<file path="src/hdl/work_break_cycle_timer_defines.svh">
// Assertion macros for the work/break cycle timer.
// Used by the top level only; needs nothing else.
`ifndef WORK_BREAK_CYCLE_TIMER_DEFINES_SVH
`define WORK_BREAK_CYCLE_TIMER_DEFINES_SVH

// Same-cycle implication, disabled in reset.
`define WBCT_ASSERT_NOW(lbl, clk, rst_n, ante, cons, msg) \
  lbl: assert property (@(posedge clk) disable iff (!(rst_n)) (ante) |-> (cons)) \
    else $error(msg);

// Next-cycle implication, disabled in reset.
`define WBCT_ASSERT_NEXT(lbl, clk, rst_n, ante, cons, msg) \
  lbl: assert property (@(posedge clk) disable iff (!(rst_n)) (ante) |=> (cons)) \
    else $error(msg);

`endif

</file>
<file path="src/hdl/wbct_pkg.sv">
// Package for the work/break cycle timer: item types, codes, register defaults
// and button geometry. No dependencies.
`default_nettype none

package wbct_pkg;

  localparam int CFG_DATA_W   = 24;
  localparam int CFG_IDX_W    = 2;
  localparam int ROUND_W      = 4;
  localparam int TICK_BITS_DEF = 24;

  localparam logic [CFG_DATA_W-1:0] WORK_TICKS_RST  = 24'd25000;
  localparam logic [CFG_DATA_W-1:0] SHORT_TICKS_RST = 24'd5000;
  localparam logic [CFG_DATA_W-1:0] LONG_TICKS_RST  = 24'd15000;
  localparam logic [ROUND_W-1:0]    ROUNDS_RST      = 4'd4;
  localparam logic [ROUND_W-1:0]    ROUND_MAX       = 4'd15;

  // Button strip, both ends inclusive
  localparam logic [8:0] BTN_Y_LO       = 9'd250;
  localparam logic [8:0] BTN_Y_HI       = 9'd290;
  localparam logic [7:0] BTN_START_X_LO = 8'd10;
  localparam logic [7:0] BTN_START_X_HI = 8'd80;
  localparam logic [7:0] BTN_PAUSE_X_LO = 8'd90;
  localparam logic [7:0] BTN_PAUSE_X_HI = 8'd160;
  localparam logic [7:0] BTN_RESET_X_LO = 8'd170;
  localparam logic [7:0] BTN_RESET_X_HI = 8'd240;

  typedef enum logic [0:0] {
    OP_TICK  = 1'b0,
    OP_TOUCH = 1'b1
  } op_e;

  typedef enum logic [1:0] {
    PH_START = 2'd0,
    PH_WORK  = 2'd1,
    PH_BREAK = 2'd2
  } phase_e;

  typedef enum logic [1:0] {
    MODE_STOPPED = 2'd0,
    MODE_RUNNING = 2'd1,
    MODE_PAUSED  = 2'd2
  } mode_e;

  typedef enum logic [1:0] {
    BTN_START = 2'd0,
    BTN_PAUSE = 2'd1,
    BTN_RESET = 2'd2,
    BTN_NONE  = 2'd3
  } button_e;

  typedef enum logic [1:0] {
    EV_NONE       = 2'd0,
    EV_WORK_DONE  = 2'd1,
    EV_BREAK_DONE = 2'd2,
    EV_CYCLE_DONE = 2'd3
  } event_e;

  typedef enum logic [CFG_IDX_W-1:0] {
    CFG_WORK   = 2'd0,
    CFG_SHORT  = 2'd1,
    CFG_LONG   = 2'd2,
    CFG_ROUNDS = 2'd3
  } cfg_idx_e;

  typedef struct packed {
    logic [0:0] op;
    logic [7:0] touch_x;
    logic [8:0] touch_y;
  } in_item_t;

  typedef struct packed {
    logic [1:0]            screen;
    logic [1:0]            run_state;
    logic                  long_break;
    logic [ROUND_W-1:0]    rounds_done;
    logic [CFG_DATA_W-1:0] remaining_ticks;
    logic [1:0]            button_hit;
    logic [1:0]            phase_event;
  } out_item_t;

  typedef struct packed {
    logic [CFG_DATA_W-1:0] work_ticks;
    logic [CFG_DATA_W-1:0] short_ticks;
    logic [CFG_DATA_W-1:0] long_ticks;
    logic [ROUND_W-1:0]    rounds_per_cycle;
  } cfg_t;

endpackage

`default_nettype wire

</file>
<file path="src/hdl/work_break_cycle_timer.sv">
// Work/break cycle timer, top level. An accepted item is held in the input
// register; the state update lies between it and the result register.
// Throughput: one item per cycle, unless the output is stalled by out_ready_i.
// Reset: phase start, timer stopped, counts cleared, registers to defaults.
// Depends on wbct_pkg, wbct_cfg, wbct_step and the assertion macro header.
`default_nettype none
`include "work_break_cycle_timer_defines.svh"

module work_break_cycle_timer #(
  parameter int TICK_BITS = wbct_pkg::TICK_BITS_DEF
) (
  input  wire logic                             clk_i,
  input  wire logic                             rst_ni,
  input  wire logic                             in_valid_i,
  output logic                                  in_ready_o,
  input  wire wbct_pkg::in_item_t               in_item_i,
  output logic                                  out_valid_o,
  input  wire logic                             out_ready_i,
  output wbct_pkg::out_item_t                   out_item_o,
  input  wire logic                             cfg_we_i,
  input  wire logic [wbct_pkg::CFG_IDX_W-1:0]   cfg_idx_i,
  input  wire logic [wbct_pkg::CFG_DATA_W-1:0]  cfg_data_i
);

  logic                 in_valid_q;
  wbct_pkg::in_item_t   in_item_q;
  logic                 out_valid_q;
  wbct_pkg::out_item_t  out_item_q;
  wbct_pkg::out_item_t  result;
  wbct_pkg::cfg_t       cfg;
  logic                 advance;
  logic                 fire;

  assign advance    = !out_valid_q || out_ready_i;
  assign fire       = in_valid_q && advance;
  assign in_ready_o = !in_valid_q || advance;

  wbct_cfg u_cfg (
    .clk_i      (clk_i),
    .rst_ni     (rst_ni),
    .cfg_we_i   (cfg_we_i),
    .cfg_idx_i  (cfg_idx_i),
    .cfg_data_i (cfg_data_i),
    .cfg_o      (cfg)
  );

  wbct_step #(
    .TICK_BITS (TICK_BITS)
  ) u_step (
    .clk_i    (clk_i),
    .rst_ni   (rst_ni),
    .fire_i   (fire),
    .item_i   (in_item_q),
    .cfg_i    (cfg),
    .result_o (result)
  );

  always_ff @(posedge clk_i or negedge rst_ni) begin
    if (!rst_ni) begin
      in_valid_q  <= 1'b0;
      out_valid_q <= 1'b0;
    end else begin
      if (in_ready_o) in_valid_q <= in_valid_i;
      if (advance) out_valid_q <= in_valid_q;
    end
  end

  always_ff @(posedge clk_i) begin
    if (in_valid_i && in_ready_o) in_item_q <= in_item_i;
    if (fire) out_item_q <= result;
  end

  assign out_valid_o = out_valid_q;
  assign out_item_o  = out_item_q;

  `WBCT_ASSERT_NEXT(a_fire_fills_out, clk_i, rst_ni, fire, out_valid_q,
                    "item left the input register without reaching the result register")
  `WBCT_ASSERT_NOW(a_start_stopped, clk_i, rst_ni,
                   out_valid_q && out_item_q.screen == wbct_pkg::PH_START,
                   out_item_q.run_state == wbct_pkg::MODE_STOPPED,
                   "timer running on the start screen")
  `WBCT_ASSERT_NOW(a_stopped_zero, clk_i, rst_ni,
                   out_valid_q && out_item_q.run_state == wbct_pkg::MODE_STOPPED,
                   out_item_q.remaining_ticks == '0,
                   "remaining ticks shown while stopped")
  `WBCT_ASSERT_NOW(a_event_stops, clk_i, rst_ni,
                   out_valid_q && out_item_q.phase_event != wbct_pkg::EV_NONE,
                   out_item_q.run_state == wbct_pkg::MODE_STOPPED,
                   "phase ended but timer not stopped")

endmodule

`default_nettype wire

</file>
<file path="src/hdl/wbct_cfg.sv">
// Configuration register file of the work/break cycle timer.
// Depends on wbct_pkg.
`default_nettype none

module wbct_cfg (
  input  wire logic                             clk_i,
  input  wire logic                             rst_ni,
  input  wire logic                             cfg_we_i,
  input  wire logic [wbct_pkg::CFG_IDX_W-1:0]   cfg_idx_i,
  input  wire logic [wbct_pkg::CFG_DATA_W-1:0]  cfg_data_i,
  output wbct_pkg::cfg_t                        cfg_o
);

  wbct_pkg::cfg_t cfg_q, cfg_d;

  always_comb begin
    cfg_d = cfg_q;
    if (cfg_we_i) begin
      unique case (wbct_pkg::cfg_idx_e'(cfg_idx_i))
        wbct_pkg::CFG_WORK:   cfg_d.work_ticks       = cfg_data_i;
        wbct_pkg::CFG_SHORT:  cfg_d.short_ticks      = cfg_data_i;
        wbct_pkg::CFG_LONG:   cfg_d.long_ticks       = cfg_data_i;
        wbct_pkg::CFG_ROUNDS: cfg_d.rounds_per_cycle = cfg_data_i[wbct_pkg::ROUND_W-1:0];
        default:              cfg_d = cfg_q;
      endcase
    end
  end

  always_ff @(posedge clk_i or negedge rst_ni) begin
    if (!rst_ni) begin
      cfg_q.work_ticks       <= wbct_pkg::WORK_TICKS_RST;
      cfg_q.short_ticks      <= wbct_pkg::SHORT_TICKS_RST;
      cfg_q.long_ticks       <= wbct_pkg::LONG_TICKS_RST;
      cfg_q.rounds_per_cycle <= wbct_pkg::ROUNDS_RST;
    end else begin
      cfg_q <= cfg_d;
    end
  end

  assign cfg_o = cfg_q;

endmodule

`default_nettype wire

</file>
<file path="src/hdl/wbct_hit.sv">
// Touch hit test against the start, pause and reset buttons.
// Depends on wbct_pkg.
`default_nettype none

module wbct_hit (
  input  wire logic [7:0]  touch_x_i,
  input  wire logic [8:0]  touch_y_i,
  output wbct_pkg::button_e button_o
);

  logic in_strip;

  assign in_strip = (touch_y_i >= wbct_pkg::BTN_Y_LO) && (touch_y_i <= wbct_pkg::BTN_Y_HI);

  always_comb begin
    priority if (in_strip && touch_x_i >= wbct_pkg::BTN_START_X_LO
                 && touch_x_i <= wbct_pkg::BTN_START_X_HI) begin
      button_o = wbct_pkg::BTN_START;
    end else if (in_strip && touch_x_i >= wbct_pkg::BTN_PAUSE_X_LO
                 && touch_x_i <= wbct_pkg::BTN_PAUSE_X_HI) begin
      button_o = wbct_pkg::BTN_PAUSE;
    end else if (in_strip && touch_x_i >= wbct_pkg::BTN_RESET_X_LO
                 && touch_x_i <= wbct_pkg::BTN_RESET_X_HI) begin
      button_o = wbct_pkg::BTN_RESET;
    end else begin
      button_o = wbct_pkg::BTN_NONE;
    end
  end

endmodule

`default_nettype wire

</file>
<file path="src/hdl/wbct_step.sv">
// Timer state and its per-item update: phase, run mode, long-break flag, round
// count and elapsed ticks. Depends on wbct_pkg and wbct_hit.
`default_nettype none

module wbct_step #(
  parameter int TICK_BITS = wbct_pkg::TICK_BITS_DEF
) (
  input  wire logic                clk_i,
  input  wire logic                rst_ni,
  input  wire logic                fire_i,
  input  wire wbct_pkg::in_item_t  item_i,
  input  wire wbct_pkg::cfg_t      cfg_i,
  output wbct_pkg::out_item_t      result_o
);

  localparam int DW = wbct_pkg::CFG_DATA_W;
  localparam int CW = (TICK_BITS > DW) ? TICK_BITS : DW;
  localparam int RW = wbct_pkg::ROUND_W;
  localparam logic [TICK_BITS-1:0] EL_MAX = {TICK_BITS{1'b1}};

  wbct_pkg::phase_e      phase_q, phase_d;
  wbct_pkg::mode_e       mode_q, mode_d;
  logic                  long_q, long_d;
  logic [RW-1:0]         rounds_q, rounds_d;
  logic [TICK_BITS-1:0]  elapsed_q, elapsed_d;

  wbct_pkg::button_e     hit;
  wbct_pkg::button_e     button;
  wbct_pkg::event_e      evt;
  logic [DW-1:0]         dur;
  logic [CW-1:0]         dur_w, el_w, rem_w;
  logic                  reached;
  logic [RW-1:0]         rounds_inc;
  logic                  touch;

  wbct_hit u_hit (
    .touch_x_i (item_i.touch_x),
    .touch_y_i (item_i.touch_y),
    .button_o  (hit)
  );

  assign touch = (item_i.op == wbct_pkg::OP_TOUCH);

  always_comb begin
    phase_d    = phase_q;
    mode_d     = mode_q;
    long_d     = long_q;
    rounds_d   = rounds_q;
    elapsed_d  = elapsed_q;
    button     = wbct_pkg::BTN_NONE;
    evt        = wbct_pkg::EV_NONE;
    rounds_inc = (rounds_q != wbct_pkg::ROUND_MAX) ? rounds_q + RW'(1) : rounds_q;

    if (phase_q == wbct_pkg::PH_START) begin
      if (touch) phase_d = wbct_pkg::PH_WORK;
    end else if (touch) begin
      button = hit;
      unique case (hit)
        wbct_pkg::BTN_START: begin
          if (mode_q == wbct_pkg::MODE_STOPPED) begin
            elapsed_d = '0;
            mode_d    = wbct_pkg::MODE_RUNNING;
          end else if (mode_q == wbct_pkg::MODE_PAUSED) begin
            mode_d = wbct_pkg::MODE_RUNNING;
          end
        end
        wbct_pkg::BTN_PAUSE: begin
          if (mode_q == wbct_pkg::MODE_RUNNING) mode_d = wbct_pkg::MODE_PAUSED;
        end
        wbct_pkg::BTN_RESET: begin
          mode_d    = wbct_pkg::MODE_STOPPED;
          elapsed_d = '0;
        end
        default: ;
      endcase
    end else if (mode_q == wbct_pkg::MODE_RUNNING && elapsed_q != EL_MAX) begin
      elapsed_d = elapsed_q + TICK_BITS'(1);
    end

    // duration of the phase as it stood before this item
    dur     = (phase_q == wbct_pkg::PH_WORK) ? cfg_i.work_ticks
            : (long_q ? cfg_i.long_ticks : cfg_i.short_ticks);
    dur_w   = CW'(dur);
    el_w    = CW'(elapsed_d);
    reached = (el_w >= dur_w);

    if (phase_q != wbct_pkg::PH_START && mode_d == wbct_pkg::MODE_RUNNING && reached) begin
      mode_d    = wbct_pkg::MODE_STOPPED;
      elapsed_d = '0;
      if (phase_q == wbct_pkg::PH_WORK) begin
        rounds_d = rounds_inc;
        long_d   = (rounds_inc >= cfg_i.rounds_per_cycle);
        phase_d  = wbct_pkg::PH_BREAK;
        evt      = wbct_pkg::EV_WORK_DONE;
      end else if (rounds_q >= cfg_i.rounds_per_cycle) begin
        rounds_d = '0;
        long_d   = 1'b0;
        phase_d  = wbct_pkg::PH_START;
        evt      = wbct_pkg::EV_CYCLE_DONE;
      end else begin
        phase_d = wbct_pkg::PH_WORK;
        evt     = wbct_pkg::EV_BREAK_DONE;
      end
    end

    // without completion the phase is unchanged, so the same duration holds
    rem_w = '0;
    if (mode_d != wbct_pkg::MODE_STOPPED && phase_d != wbct_pkg::PH_START && !reached) begin
      rem_w = dur_w - el_w;
    end

    result_o.screen          = phase_d;
    result_o.run_state       = mode_d;
    result_o.long_break      = long_d;
    result_o.rounds_done     = rounds_d;
    result_o.remaining_ticks = DW'(rem_w);
    result_o.button_hit      = button;
    result_o.phase_event     = evt;
  end

  always_ff @(posedge clk_i or negedge rst_ni) begin
    if (!rst_ni) begin
      phase_q   <= wbct_pkg::PH_START;
      mode_q    <= wbct_pkg::MODE_STOPPED;
      long_q    <= 1'b0;
      rounds_q  <= '0;
      elapsed_q <= '0;
    end else if (fire_i) begin
      phase_q   <= phase_d;
      mode_q    <= mode_d;
      long_q    <= long_d;
      rounds_q  <= rounds_d;
      elapsed_q <= elapsed_d;
    end
  end

endmodule

`default_nettype wire
</file>
<file path="config.mk">
export PLATFORM = sky130hd
export DESIGN_NAME = work_break_cycle_timer
export DESIGN_NICKNAME = d
export VERILOG_FILES = /design/src/hdl/wbct_pkg.sv /design/src/hdl/work_break_cycle_timer.sv /design/src/hdl/wbct_cfg.sv /design/src/hdl/wbct_hit.sv /design/src/hdl/wbct_step.sv
export VERILOG_INCLUDE_DIRS = /design/src /design/src/hdl
export SDC_FILE = /design/constraint.sdc
export NUM_CORES = 1
export LEC_CHECK = 0
export ABC_AREA = 1
export BUFFER_PORTS_ARGS = -buffer_cell sky130_fd_sc_hd__buf_2
export CORE_UTILIZATION = 51
export CTS_CLUSTER_SIZE = 14
export DETAILED_ROUTE_END_ITERATION = 8
export PLACE_DENSITY = 0.79
export SLEW_MARGIN = 20
export SYNTH_ARGS = -nofsm -noshare
export SYNTH_HDL_FRONTEND = slang
export SYNTH_HIERARCHICAL = 1
export SYNTH_SLANG_ARGS = --single-unit
</file>
<file path="constraint.sdc">
create_clock -name clk_i -period 4.36 [get_ports clk_i]
set_clock_uncertainty 0.2 [all_clocks]
set_input_delay 0.654 -clock clk_i [delete_from_list [all_inputs] [get_ports clk_i]]
set_output_delay 0.654 -clock clk_i [all_outputs]
set_load 0.005 [all_outputs]
</file>
# Yosys cells after proc, flatten, opt, wreduce, memory -nomap -nowiden
# Index checks and enable logic that the tools add are counted.
# totals
register_bits	166
out_inout_bits	39
word_cells	113
# op_classes
n_addsub	3
n_lt_le_gt_ge	11
n_eq_ne	11
n_mux	32
bitwise	2
n_reduce_logical	32
# ops
cell	n
$mux W24	7
$pmux W24 S2	1
$add A24 B1 Y24 const B	1
$ge A24 B24 Y1	1
$mux W2	12
$ne A24 B24 Y1 const B	1
$sub A24 B24 Y24	1
$le A8 B8 Y1 const B	2
$mux W4	4
$logic_and A1 B1 Y1	14
$eq A2 B1 Y1 const B	5
$ge A9 B8 Y1 const B	1
$le A9 B9 Y1 const B	1
$eq A2 B2 Y1 const B	4
$ge A4 B4 Y1	2
$ge A8 B4 Y1 const B	1
$ge A8 B7 Y1 const B	1
$ge A8 B8 Y1 const B	1
$le A8 B7 Y1 const B	1
$logic_not A2 Y1	4
$reduce_and A2 Y1	4
$mux W1	7
$pmux W2 S3	1
$reduce_bool A2 Y1	3
other kinds (6)	11

# Depth between registers and ports, before layout
# Gate-level depths: netlist of the first run.
# logic_depth
word_depth	18
depth_mapped	33
depth_no_buf	32

# Cells and area by module
# The synthesis of the first run kept the hierarchy.
# modules_own_cells
module	instances	cells_per_inst	area_each_um2
wbct_step	1	790	4620.7
wbct_cfg	1	338	3131.8
work_break_cycle_timer	1	67	1746.7
wbct_hit	1	65	272.8

# Worst setup path before layout of the first run
# No wires, ideal clock.
# synth_timing
kind	reg-to-reg
start	register in_item_q[6] (netlist name)
end	register out_item_q, in the netlist out_item_o[11] (data pin)
setup_ps	256
arrival_ps	3619
t_required_ps	3904
path_slack_ps	285
path_stages_with_launch	32
synth_period_minus_slack_ps	4075
path_cell_list	edfxtp_1 > or2_1 > nor2_1 > nand2_1 > nand2_1 > nand2_2 > nor2_1 > nor2_1 > inv_1 > o21ai_0 > nor2_1 > nand2_1 > nand2_1 > nand2_1 > o21ai_0 > inv_1 > ha_1 > fa_1 > nand3b_1 > nand2_1 > nand2_1 > nand2_1 > nand2_1 > nand3_1 > nand2_2 > nand2_2 > nand2_1 > nand2_2 > nand2_2 > nand2_4 > buf_6 > nor2_2
# synth_between
elab_chain_len	18
# synth_lines
item	line_no	source
start: declaration	work_break_cycle_timer.sv:26	wbct_pkg::in_item_t in_item_q;
start signal: assignment	work_break_cycle_timer.sv:69	if (in_valid_i && in_ready_o) in_item_q <= in_item_i;
$ge A9 B8 Y1 or $le A9 B9 Y1 (tied branches)	wbct_hit.sv:13	assign in_strip = (touch_y_i >= wbct_pkg::BTN_Y_LO) && (touch_y_i <= wbct_pkg::BTN_Y_HI);
$logic_and A1 B1 Y1 (*)	wbct_hit.sv:13	
$logic_and A1 B1 Y1	wbct_hit.sv:22	end else if (in_strip && touch_x_i >= wbct_pkg::BTN_RESET_X_LO
$logic_and A1 B1 Y1	wbct_hit.sv:23	&& touch_x_i <= wbct_pkg::BTN_RESET_X_HI) begin
$mux W1	wbct_hit.sv:22	
$mux W2	wbct_hit.sv:19	end else if (in_strip && touch_x_i >= wbct_pkg::BTN_PAUSE_X_LO
$mux W2 (*)	wbct_hit.sv:16	priority if (in_strip && touch_x_i >= wbct_pkg::BTN_START_X_LO
net u_step.hit[0]	wbct_step.sv:27	wbct_pkg::button_e hit;
branches (longest 11 deep; another with $ge A24 B24 Y1)	--	
end signal: assignment	work_break_cycle_timer.sv:70	if (fire) out_item_q <= result;
end: declaration	work_break_cycle_timer.sv:28	wbct_pkg::out_item_t out_item_q;
# Mark *: on every way through the listed nets, which the timed path passes.
# A chain may end at the register's enable or synchronous reset.

# Final worst setup path of the first run
# layout_timing
start	register in_item_q[16] (netlist name)
end	register out_item_q, in the netlist out_item_o[25] (data pin)
# layout_between
elab_chain_len	17
# layout_lines
item	line_no
$ge A8 B8 Y1	wbct_hit.sv:22
$logic_and A1 B1 Y1	wbct_hit.sv:22
$logic_and A1 B1 Y1	wbct_hit.sv:23
$mux W1	wbct_hit.sv:22
$mux W2	wbct_hit.sv:19
$mux W2 (*)	wbct_hit.sv:16
net u_step.hit[0]	wbct_step.sv:27
branches (longest 11 deep; another with $ge A24 B24 Y1)	--
# Marks and branches as above.

==> impl_metrics.yaml, run 1 <==
run_status:
  outcome: "finished clean"
finish:
  syn_to_final_growth_pct: 16.0
  n_antenna_cell: 0
  fin_nets: 1436
  fillerInstances: 1624
  drive_above_1_share: 0.184
timing:
  fmax_mhz: 238
  report.final.hold_viol_count: 0
  finalSetupViolCount: 0
  slew-limit-headroom: 0.354
  maxSlewViolCount: 0
  setup-tns-final_ns: 0
  period_utilization_post_route: 0.962
  final_period_minus_worst_setup_slack_ns: 4.19
  worst_pin_slew_ns: 0.969
yosys:
  postSynthNetCount: 1344
  synth.yosys.seq_area_share: 0.456
  synthesis.area_um2: 9770
  ys_warn_count: 6
  yosys_register_bits: 166
  synth_enable_flop_cells: 55
  synth_flop_cell: "dfrtp_1"
  postSynth.asyncResetShare: 0.669
  netlist_cell_types: 45
  synth.avg_cell_area_um2: 7.76
  post_synth_inst_count: 1260
floorplan:
  io_pins: 88
  die_width_um: 140
  core_region_area_um2: 18800
  initial_utilization: 0.521
  rows: 50
  fp.dieArea_um2: 19700
  die_h_um: 140
critical_path:
  worstPathMaxFanout: 5
  rr_startpoint: "in_item_q[16]"
  timing_worst_setup_path_type: "reg2reg"
  end_kind: "flop"
  crit_slowest_cell: "ha_1"
  timing.critical_path.cells: "buf_4, inv_1, nand3_1, nand2_1, nand2_1, nand2_1, nor2_1, nor2_1, inv_1, o21ai_2, nor2_2, buf_4, o21a_1, a21oi_2, inv_1, ha_1, nand2_1, nor3_1, nor2_1, o21ai_0, a21oi_1, xor2_1, nor2_1"
  worstSetupStartpointType: "flop"
  critical-path-max-stage-delay_ns: 0.40
  timing.critical_path.required_ns: 4.34
  worst-endpoint-arrival_ns: 4.18
  worst_setup_path_startpoint: "in_item_q[16]"
route:
  wl_per_cell_um: 16.8
  drt-initial-drc-count: 966
  drt.antenna.violating_nets: 0
  avgViaCountPerCell: 5.69
  detail_route.drc_violations: 0
  drt-pass1-iter-count: 7
  routed-via-count: 9105
  drt_wl_total_mm: 26.9
clocking:
  tritoncts: "done"
  cts.root.buffer_cell: "clkbuf_16"
  cts_inserted_buffers: 17
  cts.path.max_buffers: 2
  cts_htree_levels: 4
  holdBufCountCts: 0
  tritoncts_num_sinks: 166
  clk_latency_ns: 0.44
  worst_setup_hold_path_clk_slew_ns: 0.07
flow_run:
  drv.max_cap_violation_count: 0
global_routing:
  met2_usage: 0.435
  grt_overflow_total: 0
  grt.busiest_layer: "met2"
  grt.met1_usage: 0.364
  grt_pass1_vias: 8388
  grt.met3_usage: 0.0530
  grtUsageTotal: 0.271
  antenna_found_initial: 2
  grt_first_pass_wirelength_mm: 41.8
  pin_count_of_the_biggest_net_entering_global_routing: 75
place:
  gp_congestion: 0.900
  place_hpwl_mm: 17.9
  buffer_ports.inserted: 87
power:
  cellLeakagePower_nw: 5.34
  vdd_drop_max_mv: 0.312
  design_power_total_w: 0.00791
  pwr_density_cell_nw_per_um2: 698
worst_hold_path:
  hp-class: "in2async"
[layout by cell type (no fill, tap or decap), types with 5 or more instances in the layout]
master / n
a21oi_1: 82
a21oi_2: 5
buf_2: 86
buf_4: 31
clkbuf_16: 17
dfrtp_1: 92
dfstp_2: 19
edfxtp_1: 55
ha_1: 28
inv_1: 101
inv_8: 6
nand2_1: 410
nand2_2: 9
nand3_1: 60
nand3_2: 6
nand4_1: 61
nor2_1: 103
nor2_2: 22
nor3_1: 13
o21a_1: 8
o21ai_0: 44
o21ai_1: 8
o21bai_1: 5
o22ai_1: 5
xnor2_1: 12
xor2_1: 10
[timing repair]
item,in CTS,in global routing
endpoints found under the hold margin,0,0
setup buffers,0,10
resized for setup,0,46
endpoints found under the setup margin,0,62
[layer usage]
metal | routed length [um] | up-vias
li1 | - | 4360
met1 | 11300 | 4251
met2 | 12700 | 424
met3 | 2000 | 68
met4 | 838 | 2
met5 | 13 | -
[cell families (layout without fill, tap and decap cells)]
family,after synthesis,after routing,share of synthesized area
AO/OA/AOI/OAI,169,169,0.0926
XOR/XNOR,22,22,0.0197
adder cells (fa/ha/maj),35,35,0.0456
buffers and inverters,157,259,0.0676
flip-flops,166,166,0.456
multiplexers,2,2,0.00218
AND/OR/NAND/NOR,709,712,0.317
[metrics by stage]
step	cells	setup WS [ns]	hold slack, ns	util	instance area (um2)
6_report	1599	0.166	0.173	0.604	11300
5_1_grt	1599	-0.0216	0.172	0.604	11300
4_1_cts	1586	0.0106	0.180	0.588	11000
3_5_place_dp	1554	0.0692	0.251	0.556	10400
3_3_place_gp	1554	0.230	0.249	0.556	10400
2_1_floorplan	1260	0.285	0.158	-	9770
[worst paths after layout]
check	cells after the start	end	slack, ns
worst min register to register	2	u_cfg/cfg_o[15]	0.26
min in group clk_i	1	in_item_q[6]	0.19
worst max-delay path	23	out_item_o[25]	0.17
max in group asynchronous	2	u_cfg/cfg_o[8]	2.88
worst min-delay path	1	u_step/rounds_q[1]	0.17
worst max register to register	23	out_item_o[25]	0.17
[cells in the mapped netlist (4+ instances only)]
| library cell | count | area, um2 |
|---|---|---|
| nand4_1 | 61 | 382 |
| nor2_1 | 110 | 413 |
| clkbuf_1 | 21 | 78.8 |
| nand2_2 | 10 | 62.6 |
| nand3_1 | 61 | 305 |
| inv_2 | 4 | 15.0 |
| o22ai_1 | 5 | 31.3 |
| nor2_4 | 4 | 45.0 |
| o21a_1 | 8 | 60.1 |
| dfrtp_1 | 92 | 2300 |
| buf_4 | 8 | 60.1 |
| nand2_1 | 412 | 1550 |
| nor2_2 | 15 | 93.8 |
| dfstp_2 | 19 | 499 |
| nor3_1 | 15 | 75.1 |
| buf_2 | 14 | 70.1 |
| nand3_2 | 6 | 60.1 |
| nor4_1 | 4 | 25.0 |
| edfxtp_1 | 55 | 1650 |
| a21oi_1 | 89 | 445 |
| o21ai_0 | 51 | 255 |
| ha_1 | 34 | 425 |
| inv_1 | 101 | 379 |
| o21bai_1 | 5 | 37.5 |
| xor2_1 | 10 | 87.6 |
| xnor2_1 | 12 | 105 |
[worst max-delay path, delay by kind of cell, from the launching register on]
kind	cells	cell delay, ns
buffers and inverters	5	0.57
xor gates and xnor gates	1	0.22
and+or+nand+nor	11	1.24
adders and majority gates	1	0.40
AOI/OAI and AO/OA	5	0.96
DFF	1	0.38
[power by group]
group          internal (W)  leakage [nW]  total (W)  switching [W]
clock              0.000828         0.296    0.00155       0.000726
combinational       0.00149          3.13    0.00420        0.00271
sequential          0.00202          1.92    0.00216       0.000147
total               0.00433          5.34    0.00791        0.00358
[area by class of cell]
cell class / count / area [um2] / area share
multi-input combinational: 940 / 4880 / 0.430
sequential: 166 / 4450 / 0.393
timing repair buffer: 119 / 703 / 0.0620
clock buffer: 17 / 425 / 0.0375
inverter: 108 / 407 / 0.0359
tap: 234 / 293 / 0.0258
clock inverter: 15 / 179 / 0.0158
[flip-flops by register name (all words and copies together) (netlist names)]
name / cells
u_step/phase_q: 2
u_step/rounds_q: 4
u_step/long_q: 1
out_valid_o: 1
u_step/elapsed_q: 24
u_step/mode_q: 2
in_item_q: 18
in_valid_q: 1
u_cfg/cfg_o: 76
out_item_o: 37
(Power assumes the default switching activity.)
==> run 2: changes to the inputs <==
ABC_AREA = default   (was 1)
PLACE_DENSITY = 0.7   (was 0.79)
==> run 2 against run 1 <==
Effect of this change:
- the run now ends with negative setup slack left
- worst setup slack worse by 0.52 ns
- first-iteration DRC count is 46% lower
- combinational power shrank 53%
==> impl_metrics.yaml, run 2 <==
run_status:
  outcome: "finished, violations left"
  failed_checks: "negative setup slack"
worst_hold_path:
  hp-class: "in2async"
yosys:
  synth.avg_cell_area_um2: 10.9
  synth.yosys.seq_area_share: 0.480
  postSynthNetCount: 932
  ys_warn_count: 6
  synth_enable_flop_cells: 55
  netlist_cell_types: 78
  synth_flop_cell: "dfrtp_1"
  post_synth_inst_count: 848
  postSynth.asyncResetShare: 0.669
  synth.top_cells.by_area: "dfrtp_1 25%, edfxtp_1 18%, mux2_2 10%"
  synth.top_cell.area_share: 0.248
  yosys_register_bits: 166
  top_count_cell_post_synth: "dfrtp_1"
  netlist.top_cell.by_area: "dfrtp_1"
  synth_top_cells_by_count: "92 x dfrtp_1, 85 x mux2_2, 74 x nand2_1"
  synthesis.area_um2: 9280
floorplan:
  initial_utilization: 0.529
  fp.dieArea_um2: 18700
  io_pins: 88
  die_h_um: 137
  core_region_area_um2: 17500
  die_width_um: 137
  rows: 48
timing:
  worst_pin_slew_ns: 0.903
  maxSlewViolCount: 0
  fmax_mhz: 212
  report.final.hold_viol_count: 0
  hold-worst-slack_ns: 0.0598
  period_utilization_post_route: 1.08
  finalSetupViolCount: 63
  postLayoutSetupSlackWorst_ns: -0.352
  final_period_minus_worst_setup_slack_ns: 4.71
  slew-limit-headroom: 0.397
  setup_repair_after_global_routing_missed_its_margin: "true"
clocking:
  cts_inserted_buffers: 17
  cts.path.max_buffers: 2
  worst_setup_hold_path_clk_slew_ns: 0.07
  clk_latency_ns: 0.44
  tritoncts: "done"
  cts.root.buffer_cell: "clkbuf_16"
  tritoncts_num_sinks: 166
  cts_htree_levels: 4
finish:
  fillerInstances: 1196
  syn_to_final_growth_pct: 37.7
  fin_nets: 1182
  layout.cells.most_common: "buf_4"
  n_antenna_cell: 0
  stdcell_count: 1336
  largest_register_ffs: 76
  drive_above_1_share: 0.509
  most-common-layout-cells: "153 x buf_4, 92 x dfrtp_1, 86 x buf_2"
route:
  drt.antenna.violating_nets: 0
  routed-via-count: 7788
  detail_route.drc_violations: 0
  drt-initial-drc-count: 520
  wl_per_cell_um: 18.9
  avgViaCountPerCell: 5.83
  drt_wl_total_mm: 25.2
  drt-pass1-iter-count: 5
critical_path:
  timing_worst_setup_path_type: "reg2reg"
  timing.critical_path.cells: "nand4_1, or2_4, or4_4, buf_12, nand4_1, a21oi_2, nor2b_1, nor2_1, ha_1, nand3_2, or4_4, nor4_4, nor2_1, a221oi_2, buf_6, buf_4, nor2_4, buf_6, a22o_1"
  worst-endpoint-arrival_ns: 4.84
  worstPathMaxFanout: 6
  worstSetupStartpointType: "flop"
  end_kind: "flop"
  timing.critical_path.required_ns: 4.48
  crit_slowest_cell: "or4_4"
  critical-path-max-stage-delay_ns: 0.59
global_routing:
  grt_overflow_total: 0
  grtUsageTotal: 0.272
  grt_pass1_vias: 7538
  antenna_found_initial: 0
  grt_first_pass_wirelength_mm: 38.4
  pin_count_of_the_biggest_net_entering_global_routing: 62
place:
  buffer_ports.inserted: 87
  place_hpwl_mm: 16.6
  place_ws_ns: -0.370
  gp_congestion: 0.930
  placed_cells: 1273
power:
  design_power_total_w: 0.00537
  cellLeakagePower_nw: 5.37
  vdd_drop_max_mv: 0.318
  pwr_density_cell_nw_per_um2: 420
flow_run:
  drv.max_cap_violation_count: 0
==> run 2: cell types whose count changed after synthesis, sizes merged, moves of 17 or more <==
cell,previous run,this run
mux2i,1,28
inv,105,20
nand2,424,77
nand4,61,13
nor2,129,48
o2bb2ai,0,17
mux2,1,86
nand3,67,23
a21oi,89,46
==> run 2: where the power goes <==
group	switching (W)	internal, W	leakage (nW)
registers	0.0000878	0.00182	1.88
clock network	0.000717	0.000767	0.292
logic	0.00101	0.000960	3.19
total	0.00182	0.00355	5.37
==> run 2: cells by family (layout without fill, tap and decap cells) <==
family                   Yosys count  after routing  synth area share
AND/OR/NAND/NOR                  255            255             0.146
AO/OA/AOI/OAI                    204            204             0.141
flip-flops                       166            166             0.480
multiplexers                     114            114             0.135
buffers and inverters             57            320            0.0353
adder cells (fa/ha/maj)           35             35            0.0480
XOR/XNOR                          17             17            0.0160
==> run 2: through the flow <==
stage	TNS [ns]	cell area [um2]	util
floorplan	-0.109	9440	-
CTS	-6.47	12200	0.694
global placement	-4.27	11100	0.634
global route	-20.60	12800	0.729
finish	-12.08	12800	0.729
detailed placement	-14.17	11100	0.634
==> run 2: cell type report <==
cell class / count / area, um2 / area share
clock inverter: 15 / 160 / 0.0125
tap: 225 / 282 / 0.0220
timing repair buffer: 267 / 2010 / 0.157
inverter: 21 / 91.3 / 0.00715
sequential: 166 / 4450 / 0.348
multi-input combinational: 625 / 5360 / 0.420
clock buffer: 17 / 425 / 0.0333
==> run 2: path summary, 6_finish.rpt <==
kind / from / endpoint / slack, ns / depth (start not counted)
min in group clk_i: in_item_i[8] / in_item_q[8] / 0.19 / 1
max in group asynchronous: rst_ni / u_cfg/cfg_o[40] / 3.09 / 2
worst min register to register: u_cfg/cfg_o[73] / u_cfg/cfg_o[73] / 0.30 / 1
worst max register to register: u_step/elapsed_q[15] / u_step/elapsed_q[10] / -0.35 / 19
worst max-delay path: u_step/elapsed_q[15] / u_step/elapsed_q[10] / -0.35 / 19
worst min-delay path: rst_ni / u_step/rounds_q[0] / 0.06 / 1
==> run 2: timing repair <==
action / in CTS / in global routing
pin swaps: 44 / 47
gates resized for setup: 70 / 111
setup buffers: 12 / 21
hold buffers: 0 / 0
cloned: 2 / 0
setup endpoints to repair: 66 / 66
==> run 2: metal layers <==
layer  vias up  routed length, um  track usage  share of wire
met5         -                  0            0              0
met3        70               1490       0.0707          0.059
met4         0                910       0.0922          0.036
met1      3826              10700        0.352           0.42
li1       3651                  -            -              -
met2       241              12100        0.442           0.48
==> run 2: worst max-delay path: cells and delay by family, from the launching register on <==
| kind | cells | cell delay (ns) |
|---|---|---|
| AOI/OAI and AO/OA | 3 | 0.56 |
| adders and majority gates | 1 | 0.37 |
| buffers and inverters | 4 | 0.64 |
| DFF | 1 | 0.35 |
| and+or+nand+nor | 11 | 2.48 |
==> run 3: changes to the inputs <==
SKIP_CTS_REPAIR_TIMING = 1   (was default)
==> run 3 against run 2 <==
Effect of this change:
- the run still ends with negative setup slack left
- register-to-register slack is essentially flat
- sequential share of layout area increased by 1.3 points
- first-iteration DRC count rose by 24%
- clock power is essentially flat
- critical path type unchanged
- critical path depth is 2 higher
- clock-buffer cell count stayed put
- via count shrank 2.1%
- die area stayed put
- global-route usage decreased by 1.3 points
- cell count is 1.1% lower
- largest power group is now registers
- core utilization down 2.6 points
==> impl_metrics.yaml, run 3 (synthesis gave the netlist of run 2 again) <==
global_routing:
  grt_pass1_vias: 7218
  grt_first_pass_wirelength_mm: 36.7
  antenna_found_initial: 0
  grt_overflow_total: 0
  grtUsageTotal: 0.259
  pin_count_of_the_biggest_net_entering_global_routing: 62
route:
  detail_route.drc_violations: 0
  drt-initial-drc-count: 645
  drt.antenna.violating_nets: 0
  routed-via-count: 7624
  avgViaCountPerCell: 5.77
  drt-pass1-iter-count: 6
  wl_per_cell_um: 18.4
  drt_wl_total_mm: 24.3
critical_path:
  worstPathMaxFanout: 7
  rr_startpoint: "in_item_q[2]"
  timing_worst_setup_path_type: "reg2reg"
  crit-reg2reg-capture: "u_step/elapsed_q[10]"
  end_kind: "flop"
  r2r.worst_path.cells: 21
  reg2reg_setup_slack_ns: -0.34
  timing.critical_path.required_ns: 4.49
  crit_slowest_cell: "edfxtp_1"
  crit_family: "compound AO/OA/AOI/OAI gates"
  worst_setup_path_startpoint: "in_item_q[2]"
  timing.critical_path.mode_cell: "buf_4"
  critical-path-max-stage-delay_ns: 0.39
  critical_path.n_buffers_inverters: 4
  timing.critical_path.cells: "a211o_1, o21ai_2, a32o_2, o21ai_1, nor2b_1, o21ai_1, buf_4, a21oi_2, nor2b_1, nor2_1, ha_1, a211o_1, a311oi_2, o311ai_1, a31o_2, a221oi_2, buf_4, buf_4, nor2_4, buf_6, a22o_1"
  worstSetupStartpointType: "flop"
  worstSetupPathDepth: 21
  worst-endpoint-arrival_ns: 4.83
  setup.worst_path.end: "u_step/elapsed_q[10]"
finish:
  final_design_area_no_fill_um2: 12300
  most-common-layout-cells: "150 x buf_4, 92 x dfrtp_1, 86 x buf_2"
  final_core_util: 0.703
  layout.cells.most_common: "buf_4"
  largest_register_ffs: 76
  n_antenna_cell: 0
  syn_to_final_growth_pct: 32.8
  fin_nets: 1167
  drive_above_1_share: 0.462
  stdcell_count: 1321
place:
  buffer_ports.inserted: 87
  postPlaceCellArea_um2: 11100
  place_hpwl_mm: 16.6
  place_ws_ns: -0.370
  gp_congestion: 0.930
  placed_cells: 1273
run_status:
  failed_checks: "negative setup slack"
  outcome: "finished, violations left"
timing:
  final_period_minus_worst_setup_slack_ns: 4.70
  postLayoutSetupSlackWorst_ns: -0.341
  report.final.hold_viol_count: 0
  setup_repair_after_global_routing_missed_its_margin: "true"
  finalSetupViolCount: 65
  maxSlewViolCount: 0
  worst_pin_slew_ns: 0.932
  period_utilization_post_route: 1.08
  slew-limit-headroom: 0.372
  fmax_mhz: 213
worst_hold_path:
  hp-class: "in2async"
clocking:
  clk_latency_ns: 0.44
  cts.root.buffer_cell: "clkbuf_16"
  cts_inserted_buffers: 17
  worst_setup_hold_path_clk_slew_ns: 0.07
  tritoncts_num_sinks: 166
  cts.path.max_buffers: 2
  tritoncts: "done"
  cts_htree_levels: 4
flow_run:
  drv.max_cap_violation_count: 0
floorplan:
  core_region_area_um2: 17500
  initial_utilization: 0.529
  rows: 48
  die_width_um: 137
  die_h_um: 137
  io_pins: 88
  fp.dieArea_um2: 18700
power:
  pwr_density_cell_nw_per_um2: 417
  cellLeakagePower_nw: 5.22
  vdd_drop_max_mv: 0.303
-- run 3: cell types whose count changed in the layout (fill, tap and decap cells not counted), sizes merged --
cell and delta:
buf -16, clkbuf +1
-- run 3: metal layers --
layer  wire [um]  track usage  vias to the layer above
li1            -            -                     3618
met1       10600        0.349                     3711
met2       11800        0.420                      244
met3        1400       0.0478                       51
met4         564       0.0867                        0
met5           0            0                        -
-- run 3: per-stage QoR --
step	setup TNS (ns)	hold slack, ns	power, W
floorplan	-0.109	0.158	0.00290
global placement	-4.27	0.267	0.00350
detailed placement	-14.17	0.290	0.00354
CTS	-15.23	0.0847	0.00504
global route	-23.13	0.115	0.00542
finish	-12.12	0.0551	0.00514
-- run 3: how the worst min path moves through the flow --
stage	startpoint	endpoint	slack, ns	cells past startpoint
after floorplan	rst_ni	in_valid_q	0.16	0
after global routing	rst_ni	u_step/rounds_q[0]	0.12	1
after CTS	rst_ni	u_step/rounds_q[1]	0.08	1
final	rst_ni	u_step/rounds_q[0]	0.06	1
after detailed placement	u_cfg/cfg_o[73]	u_cfg/cfg_o[73]	0.29	1
after global placement	u_cfg/cfg_o[73]	u_cfg/cfg_o[73]	0.27	1
-- run 3: layout make-up --
class	count	area [um2]
clock buffers	17	425
clock inverters	15	160
fillers	1271	5210
inverters	21	91.3
multi-input cells	625	5090
flip-flops and latches	166	4450
well taps	225	282
repair buffers	252	1820
-- run 3: power by group --
group | internal (W) | switching [W]
logic | 0.000857 | 0.000890
registers | 0.00182 | 0.0000876
clock network | 0.000767 | 0.000717
-- run 3: worst register-to-register path, delay by kind of cell, from the launching register on --
kind	cells	cell delay [ns]
compound gates	12	2.43
fa+ha+maj	1	0.33
buf+inv	4	0.69
flops	1	0.39
simple gates	4	0.55
